===== config.mk =====
export PLATFORM = sky130hd
export DESIGN_NAME = round_robin_ready_queue_scheduler_flat
export DESIGN_NICKNAME = d
export VERILOG_FILES = /design/src/hw/rtl/rrqs_pkg.sv /design/src/hw/rtl/rrqs_req_if.sv /design/src/hw/rtl/rrqs_rsp_if.sv /design/src/hw/rtl/round_robin_ready_queue_scheduler.sv /design/src/hw/rtl/rrqs_ram.sv /design/src/flat_wrapper.sv
export SDC_FILE = /design/constraint.sdc
export NUM_CORES = 1
export LEC_CHECK = 0
export BUFFER_PORTS_ARGS = -buffer_cell sky130_fd_sc_hd__buf_2
export CAP_MARGIN = 20
export CORE_ASPECT_RATIO = 0.6
export CORE_MARGIN = 2
export CORE_UTILIZATION = 60
export CTS_CLUSTER_DIAMETER = 50
export DETAILED_ROUTE_END_ITERATION = 6
export PLACE_DENSITY = 0.77
export SETUP_SLACK_MARGIN = 0.3
export SYNTH_ARGS = -nofsm -noshare
export SYNTH_HDL_FRONTEND = slang
export SYNTH_SLANG_ARGS = --single-unit

===== constraint.sdc =====
create_clock -name clk -period 10.65 [get_ports clk]
set_clock_uncertainty 0.15 [all_clocks]
set_input_delay 0.5325 -clock clk [delete_from_list [all_inputs] [get_ports clk]]
set_output_delay 0.5325 -clock clk [all_outputs]
set_load 0.01 [all_outputs]

===== src/hw/rtl/rrqs_pkg.sv =====
// ----------------------------------------------------------------------------
// rrqs_pkg
// Shared types and constants of the round-robin ready-queue scheduler.
// ----------------------------------------------------------------------------
package rrqs_pkg;

    // Fixed field widths
    localparam int ID_W      = 4;
    localparam int CTX_IN_W  = 32;
    localparam int STATUS_W  = 3;
    localparam int CFG_IDX_W = 1;
    localparam int CFG_DATA_W = 1;

    // Parameter defaults
    localparam int MAX_PROCS_DEF    = 16;
    localparam int CONTEXT_BITS_DEF = 32;

    typedef enum logic [STATUS_W-1:0] {
        ST_OK          = 3'd0,
        ST_NOT_ENABLED = 3'd1,
        ST_PASSTHROUGH = 3'd2,
        ST_EMPTY       = 3'd3,
        ST_FULL        = 3'd4
    } status_t;

    typedef enum logic {
        OP_MAKE_READY = 1'b0,
        OP_TICK       = 1'b1
    } op_t;

    typedef enum logic [CFG_IDX_W-1:0] {
        CFG_ENABLED = 1'b0,
        CFG_RUNNING = 1'b1
    } cfg_index_t;

    typedef enum logic [1:0] {
        S_IDLE,
        S_EXEC,
        S_CTX
    } state_t;

endpackage


===== src/hw/rtl/rrqs_req_if.sv =====
// ----------------------------------------------------------------------------
// rrqs_req_if
// Input channel: make-ready and tick items.
// ----------------------------------------------------------------------------
interface rrqs_req_if;
    import rrqs_pkg::*;

    logic                valid;
    logic                ready;
    logic                operation;
    logic [ID_W-1:0]     process_id;
    logic [CTX_IN_W-1:0] context_value;
    logic                current_killed;

    modport source (
        output valid,
        output operation,
        output process_id,
        output context_value,
        output current_killed,
        input  ready
    );

    modport sink (
        input  valid,
        input  operation,
        input  process_id,
        input  context_value,
        input  current_killed,
        output ready
    );
endinterface


===== src/hw/rtl/rrqs_rsp_if.sv =====
// ----------------------------------------------------------------------------
// rrqs_rsp_if
// Output channel: one result item per input item.
// ----------------------------------------------------------------------------
interface rrqs_rsp_if;
    import rrqs_pkg::*;

    logic                valid;
    logic                ready;
    logic [STATUS_W-1:0] status;
    logic                current_valid;
    logic [ID_W-1:0]     running_id;
    logic [CTX_IN_W-1:0] resume_context;

    modport source (
        output valid,
        output status,
        output current_valid,
        output running_id,
        output resume_context,
        input  ready
    );

    modport sink (
        input  valid,
        input  status,
        input  current_valid,
        input  running_id,
        input  resume_context,
        output ready
    );
endinterface


===== src/hw/rtl/round_robin_ready_queue_scheduler.sv =====
// ----------------------------------------------------------------------------
// round_robin_ready_queue_scheduler
// Each item passes S_IDLE (accept, queue read) and S_EXEC (decide, writes);
// a tick that pops also passes S_CTX (context read) before its result.
// A new item is accepted only once the last result is in the output
// register; a held result stalls the next item in S_EXEC or S_CTX.
// Reset clears control, pointers, count and running process; RAMs uncleared.
// ----------------------------------------------------------------------------
module round_robin_ready_queue_scheduler #(
    parameter int MAX_PROCS    = rrqs_pkg::MAX_PROCS_DEF,
    parameter int CONTEXT_BITS = rrqs_pkg::CONTEXT_BITS_DEF
) (
    input  logic                              clk,
    input  logic                              rst_n,
    input  logic                              cfg_write,
    input  logic [rrqs_pkg::CFG_IDX_W-1:0]    cfg_index,
    input  logic [rrqs_pkg::CFG_DATA_W-1:0]   cfg_data,
    rrqs_req_if.sink                          req,
    rrqs_rsp_if.source                        rsp
);
    import rrqs_pkg::*;

    // Sizing. The ready queue and the context table both hold MAX_PROCS
    // entries; ids arrive as 4-bit values and are widened or trimmed to
    // the table index.
    localparam int PTR_W     = $clog2(MAX_PROCS);
    localparam int CNT_W     = $clog2(MAX_PROCS + 1);
    localparam int IDX_EXT_W = (PTR_W > ID_W) ? PTR_W : ID_W;

    // Flow:
    //   S_IDLE  accept an item, latch it, read queue[head].
    //   S_EXEC  decide; do all table and queue writes; a tick that pops
    //           issues the context read of the popped id.
    //   S_CTX   context data back; forward the just-saved context when
    //           the popped id equals the process that was interrupted.
    // The result goes into an output register, so the next item can be
    // accepted while it waits. A state only hands off when that register
    // is free; S_EXEC holds its side effects back until then, except for a
    // popping tick, which always moves on to S_CTX.

    state_t state_reg, state_next;

    // Configuration
    logic enabled_reg;
    logic running_reg;

    // Queue and running process
    logic [PTR_W-1:0] head_reg, head_next;
    logic [PTR_W-1:0] tail_reg, tail_next;
    logic [CNT_W-1:0] count_reg, count_next;
    logic [ID_W-1:0]  cur_pid_reg, cur_pid_next;
    logic             cur_present_reg, cur_present_next;
    logic             fwd_reg, fwd_next;

    // Latched item
    op_t                 op_reg;
    logic [ID_W-1:0]     pid_reg;
    logic [CTX_IN_W-1:0] ctx_reg;
    logic                killed_reg;

    // Output register
    logic                out_valid_reg, out_valid_next;
    status_t             out_status_reg;
    logic                out_cur_valid_reg;
    logic [ID_W-1:0]     out_run_id_reg;
    logic [CTX_IN_W-1:0] out_resume_reg;

    // Memory ports
    logic                    q_we, q_re;
    logic [PTR_W-1:0]        q_waddr;
    logic [ID_W-1:0]         q_wdata;
    logic [ID_W-1:0]         q_rdata;
    logic                    c_we, c_re;
    logic [PTR_W-1:0]        c_waddr, c_raddr;
    logic [CONTEXT_BITS-1:0] c_wdata;
    logic [CONTEXT_BITS-1:0] c_rdata;

    // Decode
    logic                accept;
    logic                out_free;
    logic                is_tick;
    logic                pid_ok;
    logic                q_full;
    logic                q_empty;
    logic                requeue;
    logic                mr_push;
    logic                tick_live;
    logic                tick_pop;
    logic [IDX_EXT_W-1:0] pid_ext;
    logic [IDX_EXT_W-1:0] cur_ext;
    logic [IDX_EXT_W-1:0] qrd_ext;
    logic [PTR_W-1:0]    pid_idx;
    logic [PTR_W-1:0]    cur_idx;
    logic [PTR_W-1:0]    qrd_idx;
    logic [PTR_W-1:0]    head_inc;
    logic [PTR_W-1:0]    tail_inc;
    logic [CTX_IN_W-1:0] ctx_masked;

    // Result
    logic                res_load;
    status_t             res_status;
    logic                res_cur_valid;
    logic [ID_W-1:0]     res_run_id;
    logic [CTX_IN_W-1:0] res_resume;

    rrqs_ram #(
        .WIDTH (ID_W),
        .DEPTH (MAX_PROCS)
    ) u_queue (
        .clk   (clk),
        .we    (q_we),
        .waddr (q_waddr),
        .wdata (q_wdata),
        .re    (q_re),
        .raddr (head_reg),
        .rdata (q_rdata)
    );

    rrqs_ram #(
        .WIDTH (CONTEXT_BITS),
        .DEPTH (MAX_PROCS)
    ) u_ctx (
        .clk   (clk),
        .we    (c_we),
        .waddr (c_waddr),
        .wdata (c_wdata),
        .re    (c_re),
        .raddr (c_raddr),
        .rdata (c_rdata)
    );

    // ------------------------------------------------------------------------
    // Decode of the latched item against the current state
    // ------------------------------------------------------------------------
    always_comb
    begin
        accept    = req.valid && (state_reg == S_IDLE);
        out_free  = !out_valid_reg || rsp.ready;
        is_tick   = (op_reg == OP_TICK);

        pid_ext   = IDX_EXT_W'(pid_reg);
        cur_ext   = IDX_EXT_W'(cur_pid_reg);
        qrd_ext   = IDX_EXT_W'(q_rdata);
        pid_idx   = pid_ext[PTR_W-1:0];
        cur_idx   = cur_ext[PTR_W-1:0];
        qrd_idx   = qrd_ext[PTR_W-1:0];

        // ids at or past the table size are dropped like a full queue
        pid_ok    = ({1'b0, pid_ext} < (IDX_EXT_W + 1)'(MAX_PROCS));
        q_full    = (count_reg == CNT_W'(MAX_PROCS));
        q_empty   = (count_reg == '0);
        requeue   = cur_present_reg && !killed_reg;

        mr_push   = !is_tick && enabled_reg && !q_full && pid_ok;
        tick_live = is_tick && enabled_reg && running_reg;
        tick_pop  = tick_live && !q_empty;

        head_inc  = (head_reg == PTR_W'(MAX_PROCS - 1)) ? '0 : head_reg + 1'b1;
        tail_inc  = (tail_reg == PTR_W'(MAX_PROCS - 1)) ? '0 : tail_reg + 1'b1;

        // context as the table keeps it
        ctx_masked = CTX_IN_W'(CONTEXT_BITS'(ctx_reg));
    end

    // ------------------------------------------------------------------------
    // Next state
    // ------------------------------------------------------------------------
    always_comb
    begin
        state_next = state_reg;
        case (state_reg)
            S_IDLE:
            begin
                if (req.valid)
                begin
                    state_next = S_EXEC;
                end
            end
            S_EXEC:
            begin
                if (tick_pop)
                begin
                    state_next = S_CTX;
                end
                else if (out_free)
                begin
                    state_next = S_IDLE;
                end
            end
            S_CTX:
            begin
                if (out_free)
                begin
                    state_next = S_IDLE;
                end
            end
            default:
            begin
                state_next = S_IDLE;
            end
        endcase
    end

    // ------------------------------------------------------------------------
    // Outputs: memory controls, state updates, result
    // ------------------------------------------------------------------------
    always_comb
    begin
        req.ready        = (state_reg == S_IDLE);

        q_re             = accept;
        q_we             = 1'b0;
        q_waddr          = tail_reg;
        q_wdata          = pid_reg;
        c_we             = 1'b0;
        c_waddr          = pid_idx;
        c_wdata          = CONTEXT_BITS'(ctx_reg);
        c_re             = 1'b0;
        c_raddr          = qrd_idx;

        head_next        = head_reg;
        tail_next        = tail_reg;
        count_next       = count_reg;
        cur_pid_next     = cur_pid_reg;
        cur_present_next = cur_present_reg;
        fwd_next         = fwd_reg;

        res_load         = 1'b0;
        res_status       = ST_OK;
        res_cur_valid    = cur_present_reg;
        res_run_id       = cur_pid_reg;
        res_resume       = '0;

        case (state_reg)
            S_IDLE:
            begin
            end
            S_EXEC:
            begin
                if (!is_tick)
                begin
                    // make ready
                    res_load = out_free;
                    if (!enabled_reg)
                    begin
                        res_status = ST_NOT_ENABLED;
                    end
                    else if (!mr_push)
                    begin
                        res_status = ST_FULL;
                    end
                    else if (out_free)
                    begin
                        c_we       = 1'b1;
                        q_we       = 1'b1;
                        tail_next  = tail_inc;
                        count_next = count_reg + 1'b1;
                    end
                end
                else if (!enabled_reg)
                begin
                    res_load   = out_free;
                    res_status = ST_NOT_ENABLED;
                    res_resume = ctx_reg;
                end
                else if (!running_reg)
                begin
                    res_load   = out_free;
                    res_status = ST_PASSTHROUGH;
                    res_resume = ctx_reg;
                end
                else if (tick_pop)
                begin
                    // save, pop, optional requeue behind the tail
                    c_we             = cur_present_reg;
                    c_waddr          = cur_idx;
                    c_re             = 1'b1;
                    head_next        = head_inc;
                    q_wdata          = cur_pid_reg;
                    if (requeue)
                    begin
                        q_we      = 1'b1;
                        tail_next = tail_inc;
                    end
                    else
                    begin
                        count_next = count_reg - 1'b1;
                    end
                    cur_pid_next     = q_rdata;
                    cur_present_next = 1'b1;
                    // table write and read land on the same edge
                    fwd_next         = cur_present_reg && (q_rdata == cur_pid_reg);
                end
                else
                begin
                    // empty queue
                    res_load = out_free;
                    c_we     = cur_present_reg && out_free;
                    c_waddr  = cur_idx;
                    if (requeue)
                    begin
                        // same process keeps running
                        res_resume = ctx_masked;
                    end
                    else
                    begin
                        res_status    = ST_EMPTY;
                        res_cur_valid = 1'b0;
                        res_run_id    = '0;
                        res_resume    = ctx_reg;
                        if (out_free)
                        begin
                            cur_present_next = 1'b0;
                            cur_pid_next     = '0;
                        end
                    end
                end
            end
            S_CTX:
            begin
                res_load      = out_free;
                res_status    = ST_OK;
                res_cur_valid = 1'b1;
                res_run_id    = cur_pid_reg;
                res_resume    = fwd_reg ? ctx_masked : CTX_IN_W'(c_rdata);
            end
            default:
            begin
            end
        endcase

        if (res_load)
        begin
            out_valid_next = 1'b1;
        end
        else if (rsp.ready)
        begin
            out_valid_next = 1'b0;
        end
        else
        begin
            out_valid_next = out_valid_reg;
        end
    end

    // ------------------------------------------------------------------------
    // Control registers
    // ------------------------------------------------------------------------
    always_ff @(posedge clk or negedge rst_n)
    begin
        if (!rst_n)
        begin
            state_reg       <= S_IDLE;
            enabled_reg     <= 1'b0;
            running_reg     <= 1'b0;
            head_reg        <= '0;
            tail_reg        <= '0;
            count_reg       <= '0;
            cur_pid_reg     <= '0;
            cur_present_reg <= 1'b0;
            fwd_reg         <= 1'b0;
            out_valid_reg   <= 1'b0;
        end
        else
        begin
            state_reg       <= state_next;
            head_reg        <= head_next;
            tail_reg        <= tail_next;
            count_reg       <= count_next;
            cur_pid_reg     <= cur_pid_next;
            cur_present_reg <= cur_present_next;
            fwd_reg         <= fwd_next;
            out_valid_reg   <= out_valid_next;
            if (cfg_write && (cfg_index == CFG_ENABLED))
            begin
                enabled_reg <= cfg_data[0];
            end
            if (cfg_write && (cfg_index == CFG_RUNNING))
            begin
                running_reg <= cfg_data[0];
            end
        end
    end

    // ------------------------------------------------------------------------
    // Payload registers
    // ------------------------------------------------------------------------
    always_ff @(posedge clk)
    begin
        if (accept)
        begin
            op_reg     <= op_t'(req.operation);
            pid_reg    <= req.process_id;
            ctx_reg    <= req.context_value;
            killed_reg <= req.current_killed;
        end
        if (res_load)
        begin
            out_status_reg    <= res_status;
            out_cur_valid_reg <= res_cur_valid;
            out_run_id_reg    <= res_run_id;
            out_resume_reg    <= res_resume;
        end
    end

    assign rsp.valid          = out_valid_reg;
    assign rsp.status         = out_status_reg;
    assign rsp.current_valid  = out_cur_valid_reg;
    assign rsp.running_id     = out_run_id_reg;
    assign rsp.resume_context = out_resume_reg;
endmodule


===== src/hw/rtl/rrqs_ram.sv =====
// ----------------------------------------------------------------------------
// rrqs_ram
// Simple dual-port synchronous RAM, one write and one registered read port.
// ----------------------------------------------------------------------------
module rrqs_ram #(
    parameter int WIDTH = 32,
    parameter int DEPTH = 16
) (
    input  logic                     clk,
    input  logic                     we,
    input  logic [$clog2(DEPTH)-1:0] waddr,
    input  logic [WIDTH-1:0]         wdata,
    input  logic                     re,
    input  logic [$clog2(DEPTH)-1:0] raddr,
    output logic [WIDTH-1:0]         rdata
);
    logic [WIDTH-1:0] mem [DEPTH];
    logic [WIDTH-1:0] rdata_reg;

    // Read-before-write on an address collision
    always_ff @(posedge clk)
    begin
        if (we)
        begin
            mem[waddr] <= wdata;
        end
        if (re)
        begin
            rdata_reg <= mem[raddr];
        end
    end

    assign rdata = rdata_reg;
endmodule

===== src/flat_wrapper.sv =====
// flat-port wrapper written by rule: the top's interface ports become plain ports
module round_robin_ready_queue_scheduler_flat import rrqs_pkg::*;
#(
    parameter int MAX_PROCS    = rrqs_pkg::MAX_PROCS_DEF,
    parameter int CONTEXT_BITS = rrqs_pkg::CONTEXT_BITS_DEF
)
  (clk, rst_n, cfg_write, cfg_index, cfg_data, req_valid, req_operation, req_process_id, req_context_value, req_current_killed, req_ready, rsp_valid, rsp_status, rsp_current_valid, rsp_running_id, rsp_resume_context, rsp_ready);
  rrqs_req_if req_i ();
  rrqs_rsp_if rsp_i ();
  input  logic clk;
  input  logic rst_n;
  input  logic cfg_write;
  input  logic [rrqs_pkg::CFG_IDX_W-1:0] cfg_index;
  input  logic [rrqs_pkg::CFG_DATA_W-1:0] cfg_data;
  input wire logic [$bits(req_i.valid)-1:0] req_valid;
  input wire logic [$bits(req_i.operation)-1:0] req_operation;
  input wire logic [$bits(req_i.process_id)-1:0] req_process_id;
  input wire logic [$bits(req_i.context_value)-1:0] req_context_value;
  input wire logic [$bits(req_i.current_killed)-1:0] req_current_killed;
  output wire logic [$bits(req_i.ready)-1:0] req_ready;
  output wire logic [$bits(rsp_i.valid)-1:0] rsp_valid;
  output wire logic [$bits(rsp_i.status)-1:0] rsp_status;
  output wire logic [$bits(rsp_i.current_valid)-1:0] rsp_current_valid;
  output wire logic [$bits(rsp_i.running_id)-1:0] rsp_running_id;
  output wire logic [$bits(rsp_i.resume_context)-1:0] rsp_resume_context;
  input wire logic [$bits(rsp_i.ready)-1:0] rsp_ready;
  assign req_i.valid = req_valid;
  assign req_i.operation = req_operation;
  assign req_i.process_id = req_process_id;
  assign req_i.context_value = req_context_value;
  assign req_i.current_killed = req_current_killed;
  assign req_ready = req_i.ready;
  assign rsp_valid = rsp_i.valid;
  assign rsp_status = rsp_i.status;
  assign rsp_current_valid = rsp_i.current_valid;
  assign rsp_running_id = rsp_i.running_id;
  assign rsp_resume_context = rsp_i.resume_context;
  assign rsp_i.ready = rsp_ready;
  round_robin_ready_queue_scheduler #(.MAX_PROCS(MAX_PROCS), .CONTEXT_BITS(CONTEXT_BITS)) u_core (.clk(clk), .rst_n(rst_n), .cfg_write(cfg_write), .cfg_index(cfg_index), .cfg_data(cfg_data), .req(req_i), .rsp(rsp_i));
endmodule

== Word level (Yosys, flattened, before mapping) ==
Memory sizes are Yosys's and may differ from the RTL's. A register that Yosys moved wholly into a read port is not among the register bits.
Cells that the tools add are included.
W data, S select, Z words.
Storage, ports and cells
  output and inout bits: 42
  register bits: 102
  memory bits (writable): 576
  memories kept: 2
  bits of input ports: 45
Memories
  u_core.u_ctx.mem: words 16, width 32, rd ports 1, clocked after Yosys merged registers in 1, wr ports 1, line rrqs_ram.sv:17  | logic [WIDTH-1:0] mem [DEPTH];
  u_core.u_queue.mem: words 16, width 4, rd ports 1, clocked after Yosys merged registers in 1, wr ports 1, line rrqs_ram.sv:17
Operators by class
  equality and inequality tests: 12
  bitwise gates (word level): 1
  add/sub/neg operators: 4
  reduce and logical (&&, ||, !) cells: 27
  multiplexer cells: 92
Operators by type and width (count)
  $mux W32: 5
  $mux W4: 28
  $pmux W32 S2: 1
  $mux W5: 8
  $mux W1: 37
  $mux W3: 6
  $reduce_and A7 Y1: 2
  $logic_and A1 B1 Y1: 11
  $ne A2 B2 Y1 const B: 5
  $add A4 B1 Y4 const B: 2
  $eq A4 B4 Y1 const B: 2
  $mux W2: 4
  $reduce_bool A2 Y1: 4
  $pmux W2 S3: 1
  $reduce_and A6 Y1: 1
  $add A5 B1 Y5 const B: 1
  $eq A5 B5 Y1 const B: 1
  $logic_not A1 Y1: 5
  $logic_not A5 Y1: 1
  $reduce_and A5 Y1: 1
  $sub A5 B1 Y5 const B: 1
  $eq A4 B4 Y1: 1
  $pmux W1 S2: 2
  $eq A2 B1 Y1 const B: 1
  5 further kinds: 5

== Depth between registers and ports, before layout ==
  depth in word-level cells: 10
  mapped depth: 10
  mapped depth without buffers: 9

== Cells and area by module ==
From an unflattened synthesis, not the netlist that was laid out.
Second synthesis, totals
  cell total of the unflattened synthesis: 1323
  area total of the unflattened synthesis: 27761.6 sq um
Modules (own cells, without submodules)
  rrqs_ram (u_core.u_ctx): area each 20155.6 sq um, times used 1, cells an instance 838, seq. area each 16335.7 sq um
  round_robin_ready_queue_scheduler: area each 4899.7 sq um, times used 1, cells an instance 355, seq. area each 2942.8 sq um
  rrqs_ram (u_core.u_queue): area each 2706.3 sq um, times used 1, cells an instance 130, seq. area each 2042.0 sq um

== Least setup slack after synthesis ==
OpenSTA, ideal clock, no wires.
  path type: reg2reg
  from: register u_core.state_reg[1]
  to: memory u_core.u_ctx.mem[0][0], enable pin
  cell stages (with the launch flop): 9
  required time: 10039 ps
  buffers on the path: 2
  setup time: 461 ps
  data arrival time: 3695 ps
  period minus slack after synthesis: 4306 ps
  setup slack: 6344 ps
  path through: dfrtp_1 inv_1 ha_1 buf_2 nand4_1 clkbuf_1 nor3_1 a31oi_1 nor3_1
On the way
  word-level cells in the longest chain between the ends: 4
Ends and longest elaborated chain
  start: declaration: line round_robin_ready_queue_scheduler.sv:41  | state_t state_reg, state_next;
  start signal: assignment: line round_robin_ready_queue_scheduler.sv:366  | state_reg <= state_next;
  $eq A2 B1 Y1 (*): line round_robin_ready_queue_scheduler.sv:234  | case (state_reg)
  $mux W1: line round_robin_ready_queue_scheduler.sv:234
  $mux W1: line rrqs_ram.sv:23  | if (we)
  $mux W1 (not written as such): line rrqs_ram.sv:25  | mem[waddr] <= wdata;
  end: declaration: line rrqs_ram.sv:17
Mark *: on every way between the ends. The rest lies on a longest branch, timed or not.

== Worst setup path in the final report ==
  from: register u_core.state_reg[1]
  to: memory u_core.u_queue.mem[14][3] in the netlist's numbering (data pin)
On the way
  word-level cells in the longest chain between the ends: 2
Ends and longest elaborated chain
  $eq A2 B1 Y1: line round_robin_ready_queue_scheduler.sv:234
  $mux W4: line round_robin_ready_queue_scheduler.sv:234
  via u_core.q_wdata[3]: line round_robin_ready_queue_scheduler.sv:71  | logic [ID_W-1:0] q_wdata;
  end: declaration: line rrqs_ram.sv:17
The timed path passes the listed nets, and every way through them passes these cells.

==> flow_metrics.py <==
metrics = {
    "cells_and_area": {
        "fin_cells": 2109,
        "regMostFlops": "u_core.u_ctx.mem",
        "nNetsFinal": 1497,
        "drive_gt1_share_pct": 26.7,
        "reg_top3": "u_core.u_ctx.mem: 512 flops, u_core.u_queue.mem: 64 flops",
        "diodes": 0,
        "area_growth_pct": 12.6,
        "largest_reg_flops": 512,
    },
    "logic_synthesis": {
        "yosys-top-cells-area": "edfxtp_1, mux4_2, dfrtp_1",
        "synth-edff-count": 690,
        "async_reset_ff_share_pct": 3.36,
        "ys_seq_elements": 714,
        "synth_top_area_share_pct": 75.1,
        "synth_top_area_cell": "edfxtp_1",
        "netlist_area_sq_um": 27600,
        "synthTopCellsByCount": "edfxtp_1, mux4_2, nand2_1",
        "synthCells": 1290,
        "yosysUniqueCellTypes": 51,
        "ys_seq_area_share_pct": 77.3,
        "synthMostInstantiatedCell": "edfxtp_1",
        "synth_nets": 1348,
        "synth.avg_cell_area_sq_um": 21.4,
        "yosysWarningCount": 0,
        "synth_flop_cell": "edfxtp_1",
    },
    "worst_setup_path": {
        "start_kind": "flip-flop",
        "arrival_ns": 3.81,
        "cp_cell_sequence": "inv_1, ha_1, nand2_1, nor2_1, nand2_1, inv_2, buf_4, nand2_1, o21ai_1",
        "slowest_stage": "buf_4",
        "cp_common_cell": "nand2_1",
        "path_class": "flip-flop to flip-flop",
        "end_kind": "flip-flop",
        "cp.required_ns": 10.75,
        "cp_max_fo": 48,
        "slowest_delay_ns": 0.65,
    },
    "sta": {
        "slew_headroom_pct": 24.5,
        "tns_ns": 0,
        "setup_viol": 0,
        "period_minus_slack_ns": 3.72,
        "worst_pin_slew_ns": 1.13,
        "setup_slack_ns": 6.93,
        "final.period_utilization_pct": 34.9,
        "max_freq_ghz": 0.269,
        "rsz0062_at_grt": "false",
        "hold_violations": 0,
        "slew_viol_final": 0,
    },
    "placement": {
        "port_buffers": 86,
        "dp_cells": 1957,
        "pre_cts_ws_ns": 7.00,
        "gp_congestion": 0.830,
        "post-dp-hpwl_um": 30000,
    },
    "power_and_ir_drop": {
        "seq_power_share_pct": 49.4,
        "worst_ir_drop_vdd_uv": 150,
        "netSwitchingPower_mw": 2.03,
        "p_clk_share_pct": 29.3,
        "power_frac_comb_pct": 21.3,
        "p_int_mw": 5.37,
        "swShare_pct": 27.5,
        "leakagePower_nw": 9.95,
        "powerDensity_nw_per_um2": 238,
        "power_mw": 7.40,
    },
    "die": {
        "start_util_pct": 61.2,
        "rows": 60,
        "die_y_um": 170,
        "io_pins": 87,
        "dieArea_sq_um": 47800,
        "fp.dieW_um": 281,
        "fp.coreArea_sq_um": 45100,
    },
    "detailed_routing": {
        "drt_iter0_drc": 1710,
        "vias": 13600,
        "wl_per_cell_um": 27.9,
        "route.detailed.drc": 0,
        "vias_per_cell": 6.44,
        "ant_nets": 0,
        "dr.pass1.iters": 7,
        "wl_um": 58800,
    },
    "global_route": {
        "grt_pass1_wl_um": 87200,
        "grtUsageTotal_pct": 25.2,
        "grt_overflow": 0,
        "grt_max_degree": 71,
        "grt_pass1_vias": 13500,
        "antenna_found_initial": 0,
    },
    "outcome": {
        "status": "finished clean",
    },
    "clock_network": {
        "clock_path_buffers": 3,
        "cts_max_level": 2,
        "cts_tree": "done",
        "root_buffer": "clkbuf_16",
        "cts_buffers": 59,
        "path_clk_slew_ns": 0.06,
        "clkLatencyLatePin_ns": 0.61,
        "post_cts_buffers": 0,
        "cts.sinks": 714,
    },
    "min_path": {
        "min_path_type": "primary input to flip-flop",
    },
    "job": {
        "max-cap-violations": 0,
    },
}
[worst max-delay path, delay by kind of cell, from the launching register on]
family          cells  cell delay, ns
simple gates        4            0.93
buf+inv             3            0.85
compound gates      1            0.62
flops               1            0.42
fa+ha+maj           1            0.35
[placed cells by master, fill, tap and decap left out, types with 18 or more instances in the layout]
cell type and n:
edfxtp_1 690, mux4_2 168, buf_2 86, nand2_1 72
clkbuf_16 59, dlygate4sd3_1 40, o21ai_1 35, buf_4 33
a32oi_1 30, dfrtp_1 24, nor2_1 18
[power groups by stage]
stage                     Sequential [mW]  Clock [mW]  Combinational [mW]
after global placement               3.70           0                1.53
after global routing                 3.69        2.30                1.68
after floorplan                      3.64           0                1.21
after CTS                            3.66        2.20                1.59
after detailed placement             3.71           0                1.56
final                                3.66        2.17                1.57
[path summary, 6_finish.rpt]
kind / from / endpoint / slack, ns / cells after the start
max in group asynchronous: rst_n / u_core.count_reg[0] / 9.59 / 2
hold / removal: req_valid / u_core.state_reg[0] / 0.07 / 3
setup / recovery: u_core.state_reg[1] / u_core.u_queue.mem[14][3] / 6.93 / 9
hold reg to reg: u_core.fwd_reg / u_core.fwd_reg / 0.39 / 1
min in group asynchronous: rst_n / u_core.q_waddr[1] / 0.36 / 2
setup reg to reg: u_core.state_reg[1] / u_core.u_queue.mem[14][3] / 6.93 / 9
[layout make-up]
cell class	instances	area, sq um
multi-input combinational	490	5930
sequential	714	21300
fill	2703	14000
inverter	15	56.3
clock buffer	67	1510
tap	620	776
timing repair buffer	159	1080
clock inverter	44	407
[stage by stage]
step | hold slack, ns | utilization [%] | area, sq um
after global placement | 0.342 | 63.7 | 28800
after global routing | 0.107 | 68.9 | 31100
after floorplan | 0.0869 | - | 27600
final | 0.0705 | 68.9 | 31100
after CTS | 0.0568 | 68.9 | 31100
after detailed placement | 0.376 | 63.7 | 28800
[layer usage]
metal	wire, um	up-vias	track usage (%)
met5	0	-	0
met3	5430	94	4.31
met2	27900	717	39.3
met4	1120	0	5.74
li1	-	5674	-
met1	24300	7091	38.2
[what timing repair did]
item / CTS / global route
hold buffers: 40 / 0
endpoints found under the hold margin: 64 / 0
gates resized for setup: 0 / 0
[kinds of logic (layout without fill, tap and decap cells)]
| kind of cell | Yosys count | count (layout) | synth area share, % |
|---|---|---|---|
| DFF | 714 | 714 | 77.3 |
| adders and majority gates | 13 | 13 | 0.617 |
| AOI/OAI and AO/OA | 126 | 126 | 3.22 |
| buffers and inverters | 86 | 285 | 1.55 |
| and+or+nand+nor | 151 | 151 | 2.49 |
| muxes | 189 | 189 | 14.5 |
| xor gates and xnor gates | 11 | 11 | 0.349 |
Power figures use the tool's default switching activity.
